==> config.mk <==
export PLATFORM = sky130hd
export DESIGN_NAME = stack_with_max_and_count_top
export DESIGN_NICKNAME = d
export VERILOG_FILES = /design/src/hw/rtl/maxstk_pkg.sv /design/src/hw/rtl/stack_with_max_and_count_top.sv /design/src/hw/rtl/maxstk_ram.sv /design/src/hw/rtl/maxstk_ctrl.sv /design/src/hw/rtl/maxstk_dp.sv
export SDC_FILE = /design/constraint.sdc
export NUM_CORES = 2
export LEC_CHECK = 0
export ABC_CLOCK_PERIOD_IN_PS = 28400
export BUFFER_PORTS_ARGS = -buffer_cell sky130_fd_sc_hd__buf_2
export CAP_MARGIN = 20
export CORE_MARGIN = 3
export CORE_UTILIZATION = 30
export DETAILED_ROUTE_END_ITERATION = 16
export PLACE_DENSITY_LB_ADDON = 0.15
export SKIP_LAST_GASP = 1
export SYNTH_ARGS = -nofsm -noshare
export SYNTH_HDL_FRONTEND = slang
export SYNTH_HIERARCHICAL = 1
export SYNTH_SLANG_ARGS = --single-unit
==> constraint.sdc <==
create_clock -name clk_i -period 28.4 [get_ports clk_i]
set_input_delay 0 -clock clk_i [delete_from_list [all_inputs] [get_ports clk_i]]
set_output_delay 0 -clock clk_i [all_outputs]
set_load 0.1 [all_outputs]
==> src/hw/rtl/maxstk_pkg.sv <==
// Shared types and codes for the max-tracking stack.
// Used by the controller, the datapath and the top level; no dependencies.
`timescale 1ns / 1ps

package maxstk_pkg;

  localparam logic [1:0] REQ_PUSH = 2'd0;
  localparam logic [1:0] REQ_POP  = 2'd1;
  localparam logic [1:0] REQ_PEEK = 2'd2;

  localparam logic [1:0] ST_OK    = 2'd0;
  localparam logic [1:0] ST_EMPTY = 2'd1;
  localparam logic [1:0] ST_FULL  = 2'd2;

  localparam int unsigned CountW = 7;

  typedef struct packed {
    logic [1:0]         req_type;
    logic signed [31:0] push_value;
  } req_t;

  typedef struct packed {
    logic [1:0]         status;
    logic signed [31:0] item_value;
    logic signed [31:0] largest_value;
    logic [CountW-1:0]  entry_count;
  } rsp_t;

  // Controller to datapath commands.
  typedef struct packed {
    logic load;   // capture the accepted item
    logic rd_en;  // issue the stack reads
    logic exec;   // finish the item and load the result register
  } cmd_t;

  // Datapath to controller status.
  typedef struct packed {
    logic out_busy;  // result register holds an item that is not taken this cycle
  } stat_t;

endpackage

==> src/hw/rtl/stack_with_max_and_count_top.sv <==
// Bounded LIFO stack of signed 32-bit values that also reports the running
// maximum and the entry count with every request.
//
// Input channel (in_valid_i / in_ready_o / in_data_i): one item is a push, a
// pop or a peek; request code three behaves as a peek. Output channel
// (out_valid_o / out_ready_i / out_data_o): exactly one result item per
// request, in request order, with status ok, empty or full.
//
// Each item passes through accept, a registered read of the value store and
// the running-maximum store, then execute with the write-back of a push; a
// new item is accepted only after the previous one has executed. The result
// register parts the channels, so the next item is accepted while a result
// waits; execution holds while the receiver stalls and the result stays
// unchanged until taken.
//
// Reset empties the stack and drops any pending result; the stores need no
// clearing since only entries below the fill level affect a result.
// Depends on maxstk_pkg, maxstk_ctrl, maxstk_dp and maxstk_ram.
`timescale 1ns / 1ps

module stack_with_max_and_count_top #(
  parameter int unsigned STACK_DEPTH = 64
) (
  input  logic               clk_i,
  input  logic               rst_ni,
  input  logic               in_valid_i,
  output logic               in_ready_o,
  input  maxstk_pkg::req_t   in_data_i,
  output logic               out_valid_o,
  input  logic               out_ready_i,
  output maxstk_pkg::rsp_t   out_data_o
);
  import maxstk_pkg::*;

  cmd_t  cmd;
  stat_t stat;

  maxstk_ctrl u_ctrl (
    .clk_i      (clk_i),
    .rst_ni     (rst_ni),
    .in_valid_i (in_valid_i),
    .in_ready_o (in_ready_o),
    .stat_i     (stat),
    .cmd_o      (cmd)
  );

  maxstk_dp #(.StackDepth(STACK_DEPTH)) u_dp (
    .clk_i       (clk_i),
    .rst_ni      (rst_ni),
    .in_data_i   (in_data_i),
    .cmd_i       (cmd),
    .stat_o      (stat),
    .out_valid_o (out_valid_o),
    .out_ready_i (out_ready_i),
    .out_data_o  (out_data_o)
  );

endmodule

==> src/hw/rtl/maxstk_ram.sv <==
// Generic single-write, single-read RAM with registered read data.
// No dependencies.
`timescale 1ns / 1ps

module maxstk_ram #(
  parameter int unsigned Width = 32,
  parameter int unsigned Depth = 64,
  parameter int unsigned AddrW = $clog2(Depth)
) (
  input  logic             clk_i,
  input  logic             wr_en_i,
  input  logic [AddrW-1:0] wr_addr_i,
  input  logic [Width-1:0] wr_data_i,
  input  logic             rd_en_i,
  input  logic [AddrW-1:0] rd_addr_i,
  output logic [Width-1:0] rd_data_o
);

  logic [Width-1:0] mem_q [Depth];
  logic [Width-1:0] rd_data_q;

  always_ff @(posedge clk_i) begin
    if (wr_en_i) begin
      mem_q[wr_addr_i] <= wr_data_i;
    end
    if (rd_en_i) begin
      rd_data_q <= mem_q[rd_addr_i];
    end
  end

  assign rd_data_o = rd_data_q;

endmodule

==> src/hw/rtl/maxstk_ctrl.sv <==
// Sequencer for the max-tracking stack: accept, read, execute.
// Depends on maxstk_pkg.
`timescale 1ns / 1ps

module maxstk_ctrl (
  input  logic                clk_i,
  input  logic                rst_ni,
  input  logic                in_valid_i,
  output logic                in_ready_o,
  input  maxstk_pkg::stat_t   stat_i,
  output maxstk_pkg::cmd_t    cmd_o
);
  import maxstk_pkg::*;

  localparam logic [1:0] S_IDLE = 2'd0;
  localparam logic [1:0] S_READ = 2'd1;
  localparam logic [1:0] S_EXEC = 2'd2;

  logic [1:0] state_q, state_d;

  always_comb begin
    state_d     = state_q;
    in_ready_o  = 1'b0;
    cmd_o       = '0;
    case (state_q)
      S_IDLE: begin
        in_ready_o = 1'b1;
        if (in_valid_i) begin
          cmd_o.load = 1'b1;
          state_d    = S_READ;
        end
      end
      S_READ: begin
        cmd_o.rd_en = 1'b1;
        state_d     = S_EXEC;
      end
      S_EXEC: begin
        // hold until the result register has room
        if (!stat_i.out_busy) begin
          cmd_o.exec = 1'b1;
          state_d    = S_IDLE;
        end
      end
      default: begin
        state_d = S_IDLE;
      end
    endcase
  end

  always_ff @(posedge clk_i or negedge rst_ni) begin
    if (!rst_ni) begin
      state_q <= S_IDLE;
    end else begin
      state_q <= state_d;
    end
  end

endmodule

==> src/hw/rtl/maxstk_dp.sv <==
// Datapath of the max-tracking stack: item register, value and maximum stores,
// fill counter and result register. Depends on maxstk_pkg and maxstk_ram.
`timescale 1ns / 1ps

module maxstk_dp #(
  parameter int unsigned StackDepth = 64
) (
  input  logic               clk_i,
  input  logic               rst_ni,
  input  maxstk_pkg::req_t   in_data_i,
  input  maxstk_pkg::cmd_t   cmd_i,
  output maxstk_pkg::stat_t  stat_o,
  output logic               out_valid_o,
  input  logic               out_ready_i,
  output maxstk_pkg::rsp_t   out_data_o
);
  import maxstk_pkg::*;

  localparam int unsigned AddrW = $clog2(StackDepth);
  localparam int unsigned CntW  = $clog2(StackDepth + 1);

  localparam logic [CntW-1:0] CntFull = CntW'(StackDepth);
  localparam logic [CntW-1:0] CntOne  = CntW'(1);
  localparam logic [CntW-1:0] CntTwo  = CntW'(2);

  req_t            req_q;
  logic [CntW-1:0] fill_q, fill_d;
  logic            out_valid_q, out_valid_d;
  rsp_t            out_q, out_d;

  logic [CntW-1:0]  top_idx, below_idx;
  logic [AddrW-1:0] val_rd_addr, max_rd_addr, wr_addr;
  logic [31:0]      val_rd, max_rd, new_max;
  logic             wr_en, is_push, is_pop, is_full, is_empty;

  assign is_push  = (req_q.req_type == REQ_PUSH);
  assign is_pop   = (req_q.req_type == REQ_POP);
  assign is_full  = (fill_q == CntFull);
  assign is_empty = (fill_q == '0);

  assign top_idx     = fill_q - CntOne;
  assign below_idx   = fill_q - CntTwo;
  assign val_rd_addr = top_idx[AddrW-1:0];
  // a pop reports the maximum of the entry left on top
  assign max_rd_addr = is_pop ? below_idx[AddrW-1:0] : top_idx[AddrW-1:0];
  assign wr_addr     = fill_q[AddrW-1:0];

  assign new_max = (!is_empty && ($signed(max_rd) > req_q.push_value))
                   ? max_rd : req_q.push_value;
  assign wr_en   = cmd_i.exec && is_push && !is_full;

  maxstk_ram #(.Width(32), .Depth(StackDepth)) u_val_ram (
    .clk_i     (clk_i),
    .wr_en_i   (wr_en),
    .wr_addr_i (wr_addr),
    .wr_data_i (req_q.push_value),
    .rd_en_i   (cmd_i.rd_en),
    .rd_addr_i (val_rd_addr),
    .rd_data_o (val_rd)
  );

  maxstk_ram #(.Width(32), .Depth(StackDepth)) u_max_ram (
    .clk_i     (clk_i),
    .wr_en_i   (wr_en),
    .wr_addr_i (wr_addr),
    .wr_data_i (new_max),
    .rd_en_i   (cmd_i.rd_en),
    .rd_addr_i (max_rd_addr),
    .rd_data_o (max_rd)
  );

  always_comb begin
    fill_d = fill_q;
    out_d  = out_q;
    out_d.status        = ST_OK;
    out_d.item_value    = '0;
    out_d.largest_value = '0;
    if (is_push) begin
      if (is_full) begin
        out_d.status        = ST_FULL;
        out_d.largest_value = max_rd;
      end else begin
        fill_d              = fill_q + CntOne;
        out_d.item_value    = req_q.push_value;
        out_d.largest_value = new_max;
      end
    end else if (is_empty) begin
      out_d.status = ST_EMPTY;
    end else if (is_pop) begin
      fill_d           = top_idx;
      out_d.item_value = val_rd;
      // popping the last entry leaves nothing to report
      out_d.largest_value = (fill_q == CntOne) ? '0 : max_rd;
    end else begin
      out_d.item_value    = val_rd;
      out_d.largest_value = max_rd;
    end
    out_d.entry_count = CountW'(fill_d);
  end

  assign out_valid_d       = cmd_i.exec ? 1'b1 : (out_valid_q && !out_ready_i);
  assign stat_o.out_busy   = out_valid_q && !out_ready_i;

  always_ff @(posedge clk_i or negedge rst_ni) begin
    if (!rst_ni) begin
      fill_q      <= '0;
      out_valid_q <= 1'b0;
    end else begin
      out_valid_q <= out_valid_d;
      if (cmd_i.exec) begin
        fill_q <= fill_d;
      end
    end
  end

  always_ff @(posedge clk_i) begin
    if (cmd_i.load) begin
      req_q <= in_data_i;
    end
    if (cmd_i.exec) begin
      out_q <= out_d;
    end
  end

  assign out_valid_o = out_valid_q;
  assign out_data_o  = out_q;

endmodule

Word level (Yosys, flattened, before mapping)
Memories as Yosys holds them, arrays and structs flattened. A register that Yosys moved wholly into a read port is not among the register bits.
Cells that the tools add are included.
- register bits after elaboration: 117
- bits in latches: 0
- RAM bits: 4096
- memory bits (read-only): 0
- input port bits: 38
- output and inout bits: 75
- word-level logic and storage cells: 59
- memories: 2
- add/subtract/negate cells: 3
- multiply operators: 0
- div/mod/pow operators: 0
- magnitude comparators: 1
- equal/unequal tests: 7
- shifts and indexed selects: 0
- muxes and demuxes: 26
- bitwise operators: 0
- reduce and logical (&&, ||, !) cells: 11
- memory list (name ; depth ; bits a word ; rd ports ; clocked after Yosys merged registers in ; wr ports ; RTL line ; source):
    u_dp.u_max_ram.mem_q ; 64 ; 32 ; 1 ; 1 ; 1 ; maxstk_ram.sv:19 ; logic [Width-1:0] mem_q [Depth];
    u_dp.u_val_ram.mem_q ; 64 ; 32 ; 1 ; 1 ; 1 ; maxstk_ram.sv:19 ;
- operators by type and width (cell ; count):
    $mux W32 ; 5
    $mux W66 ; 1
    $mux W64 ; 1
    $gt A32 B32 Y1 ; 1
    $mux W7 ; 4
    $mux W1 ; 10
    $add A7 B1 Y7 const B ; 1
    $eq A7 B1 Y1 const B ; 1
    $eq A7 B7 Y1 const B ; 1
    $logic_not A7 Y1 ; 1
    $sub A7 B1 Y7 const B ; 1
    $mux W2 ; 3
    $mux W6 ; 1
    $pmux W2 S3 ; 1
    $sub A6 B2 Y6 const B ; 1
    $eq A2 B1 Y1 const B ; 2
    $logic_and A1 B1 Y1 ; 4
    $logic_not A2 Y1 ; 2
    $ne A2 B2 Y1 const B ; 2
    $logic_not A1 Y1 ; 3
    $eq A2 B2 Y1 const B ; 1
    $reduce_and A2 Y1 ; 1

Longest topological paths before layout
- depth after elaboration: 8
- depth in mapped cells: 15

Cells and area by module
The synthesis kept the hierarchy.
- by module, submodules not included (module ; times used ; cells an instance ; area an instance (um2)):
    maxstk_ram ; 2 ; 3324 ; 78835.6
    maxstk_dp ; 1 ; 521 ; 6083.3
    maxstk_ctrl ; 1 ; 9 ; 98.8

Worst setup path after synthesis
OpenSTA, ideal clock, no wires.
- kind: register to register
- start point: reg u_dp.out_valid_q (netlist: u_dp/out_valid_o)
- end point: mem u_dp.u_max_ram.mem_q[49][0], enable pin
- setup time: 0.461 ns
- data arrival time: 9.891 ns
- data required time: 27.939 ns
- setup slack: 18.048 ns
- cell stages (with the launch flop): 8
- cells stage by stage: dfrtp_1 nor2b_1 nor3b_1 clkbuf_1 and2_1 nor2b_1 nand4_1 nor3_1
- RTL lines (element ; RTL line ; source):
    start: declaration ; maxstk_dp.sv:28 ; logic out_valid_q, out_valid_d;
    start signal: assignment ; maxstk_dp.sv:109 ; out_valid_q <= out_valid_d;
    end: declaration ; maxstk_ram.sv:19 ;

Worst setup path in the final report
- start point: reg u_dp/req_q[32] (netlist bit)
- end point: reg u_dp.u_max_ram.rd_data_q[10] (netlist: u_dp/u_max_ram/rd_data_o[10]), read port of u_dp.u_max_ram.mem_q, data pin
- word-level cells in the longest chain between the ends: 2
- ends and longest elaborated chain (element ; RTL line ; source):
    start: declaration ; maxstk_dp.sv:26 ; req_t req_q;
    start signal: assignment ; maxstk_dp.sv:118 ; req_q <= in_data_i;
    $eq A2 B1 Y1 ; maxstk_dp.sv:37 ; assign is_pop = (req_q.req_type == REQ_POP);
    $mux W6 ; maxstk_dp.sv:45 ; assign max_rd_addr = is_pop ? below_idx[AddrW-1:0] : top_idx[AddrW-1:0];
    named net u_dp.max_rd_addr[0] ; maxstk_dp.sv:32 ; logic [AddrW-1:0] val_rd_addr, max_rd_addr, wr_addr;
    end: declaration ; maxstk_ram.sv:20 ; logic [Width-1:0] rd_data_q;
The timed path passes the listed nets, and every way through them passes these cells.
A chain may end at the register's enable or synchronous reset.

==> qor.csv <==
metric;value;unit
root_buffer;clkbuf_16;
min_period;7.06;ns
dpl.hpwl;286000;um
final.fill_count;50100;
avgSynthCellArea;22.8;um^2
netlist_area;164000;um^2
vias;79600;
synth_cell_types;65;
drv_cap;0;
startpoint_type;register;
regArea;128000;um^2
finalHoldViolations;0;
cts_buffer_depth;4;
whs;0.260;ns
via_per_inst;5.17;
detailedPlace.worstSlack;21.04;ns
ys_async_sr_fraction;0.234;%
tns;0;ns
synth_edf_count;4267;
ir_drop;0.131;mV
required;29.14;ns
area_delta_synth_final;16.5;%
grtUsageTotal;18.7;%
rr_worst_depth;12;
post-place-cells;14400;
h-tree-depth;5;
clock_sinks;4277;
synth_ff_type;edfxtp_1;
layout_common_cells;edfxtp_1, mux4_2, clkbuf_16, buf_4, mux2i_1;
hold_path_startpoint;in_data_i[18];
p_total;22.4;mW
critical-path-slowest-cell;buf_4;
ys_seq_area_share;78.4;%
r2r_end;u_dp/u_max_ram/rd_data_o[10];
holdPathStages;3;
clock_latency;1.00;ns
drc;0;
wl_per_cell;34.2;um
drv_slew;0;
critPathLaunch;u_dp/req_q[32];
cp-end-kind;register;
wl;526000;um
yosys_warnings;6;
maxSlewHeadroom;24.9;%
r2r_start;u_dp/req_q[32];
fp.dieW;745;um
cts_made_buffers;464;
drtPass1Iterations;5;
cp_cell_sequence;nor2b_1 > buf_4 > xnor2_2 > buf_4 > buf_4 > buf_4 > buf_4 > buf_4 > mux4_2 > mux4_2 > o22ai_1 > nor2_1;
pin_count;113;
reg2reg_slack;21.34;ns
setup_viol;0;
worst-setup-path-type;reg -> reg;
die_area;555000;um^2
worst_pin_slew;1.13;ns
hold_end;u_dp/req_q[18];
grt_start_max_net_pins;110;
port_buffers;112;
hold_class;in -> reg;
multi_input_area;34800;um^2
core;543000;um^2
ant_nets;0;
outcome;finished, final reports clean;
grt_setup_unrepaired;no;
fmax;142;MHz
die_h;745;um
clock_skew;0.0585;ns
crit_path_max_fanout;41;
power_density;117;nW/um^2
fin_crit_sh;24.9;%
grt_pass1_wl;717000;um
tritoncts;done;
max_stage_delay;0.82;ns
stdcell_count;15400;
final_common_cell;edfxtp_1;
clk_transition_reported_paths;0.06;ns
grt_pass1_vias;82200;
post-route-worst-setup-slack;21.34;ns
grt_overflow;0;
initial_core_util;30.2;%
synth_cells;7178;
num_rows;270;
antenna_found_initial;34;
cpMostUsedCell;buf_4;
p_leak;59.0;nW
gp_congestion;0.754;
nNetsFinal;7844;
cts_resized;0;
worstPathArrival;7.81;ns
first_iter_violations;8110;
syn_nets;7254;
drive_above_1_share;29.1;%
ys_ff_latch;4277;
==> critical path: cells and delay by family (launching register included) <==
| family | cells | cell delay, ns |
|---|---|---|
| AO/OA/AOI/OAI | 1 | 0.24 |
| XOR/XNOR | 1 | 0.48 |
| buffers and inverters | 6 | 4.06 |
| AND/OR/NAND/NOR | 2 | 0.26 |
| flip-flops | 1 | 0.47 |
| multiplexers | 2 | 1.10 |
==> registers in the layout, summed over array words and instances (netlist names) <==
name                      flops
u_dp/out_data_o              73
u_dp/fill_q                   7
u_ctrl/state_q                2
u_dp/out_valid_o              1
u_dp/req_q                   34
u_dp/u_max_ram/mem_q       2048
u_dp/u_max_ram/rd_data_o     32
u_dp/u_val_ram/mem_q       2048
u_dp/u_val_ram/rd_data_o     32
==> power breakdown <==
part / switching, mW / leakage [nW] / internal, mW
clock network: 2.48 / 7.07 / 3.32
registers: 0.139 / 38.5 / 7.98
logic: 5.47 / 13.4 / 2.99
total: 8.08 / 59.0 / 14.3
==> layer usage <==
metal  wire, um  track usage (%)
met1     219000             25.1
met2     263000             32.0
met3      30700             2.86
met4      13500             4.63
met5         37                0
==> kinds of logic after synthesis <==
logic type	Yosys count	share of synthesized area, %
xor+xnor	9	0.0481
fa+ha+maj	38	0.290
flops	4277	78.4
simple gates	557	1.56
buf+inv	460	1.33
compound gates	527	2.10
mux	1310	16.3
==> what timing repair did <==
action                                 CTS  global route
setup buffers                            0             0
endpoints found under the hold margin  108             0
hold buffers                            74             0
==> worst max-delay path by stage <==
| stage | to | slack [ns] |
|---|---|---|
| finish | u_dp/u_max_ram/rd_data_o[10] | 21.34 |
| global route | u_dp/u_max_ram/rd_data_o[10] | 20.65 |
| CTS | u_dp/u_max_ram/rd_data_o[10] | 21.04 |
| detailed placement | u_dp/u_max_ram/rd_data_o[10] | 21.04 |
| global placement | u_dp/u_max_ram/rd_data_o[17] | 21.07 |
| floorplan | u_dp/u_max_ram/mem_q[49][0] | 18.05 |
==> layout make-up <==
cell class                      count  area share [%]
Tap cell                         7208            4.72
Antenna cell                       21          0.0275
Sequential cell                  4277            67.3
Inverter                           70           0.146
Multi-Input combinational cell   2441            18.2
Timing Repair Buffer              514            2.05
Clock buffer                      559            6.34
Clock inverter                    287            1.22
==> through the flow <==
step / util [%] / area [um^2]
3_3_place_gp: 32.4 / 176000
5_1_grt: 35.2 / 191000
2_1_floorplan: - / 164000
4_1_cts: 35.2 / 191000
6_report: 35.2 / 191000
3_5_place_dp: 32.4 / 176000
==> cells in the mapped netlist (8+ instances only) <==
cell	count	area [um^2]
nand3_1	21	105
a311oi_1	16	140
buf_2	116	581
and3_1	8	50.1
mux4_2	1088	24500
buf_6	15	169
o32ai_1	37	324
edfxtp_1	4267	128000
buf_4	54	405
nor2b_1	35	219
nand2b_1	17	106
buf_1	43	161
a41o_1	8	80.1
clkbuf_1	162	608
a21oi_1	145	726
nor2_1	285	1070
nand3b_1	11	82.6
inv_1	70	263
a22oi_1	24	180
mux2i_1	217	2170
o22ai_1	170	1060
nor3_1	17	85.1
o21ai_0	45	225
nand4_1	12	75.1
o221ai_1	54	473
ha_1	38	475
dfrtp_1	10	250
nand2_1	105	394
Note: power is estimated with default switching activity, not from simulation.
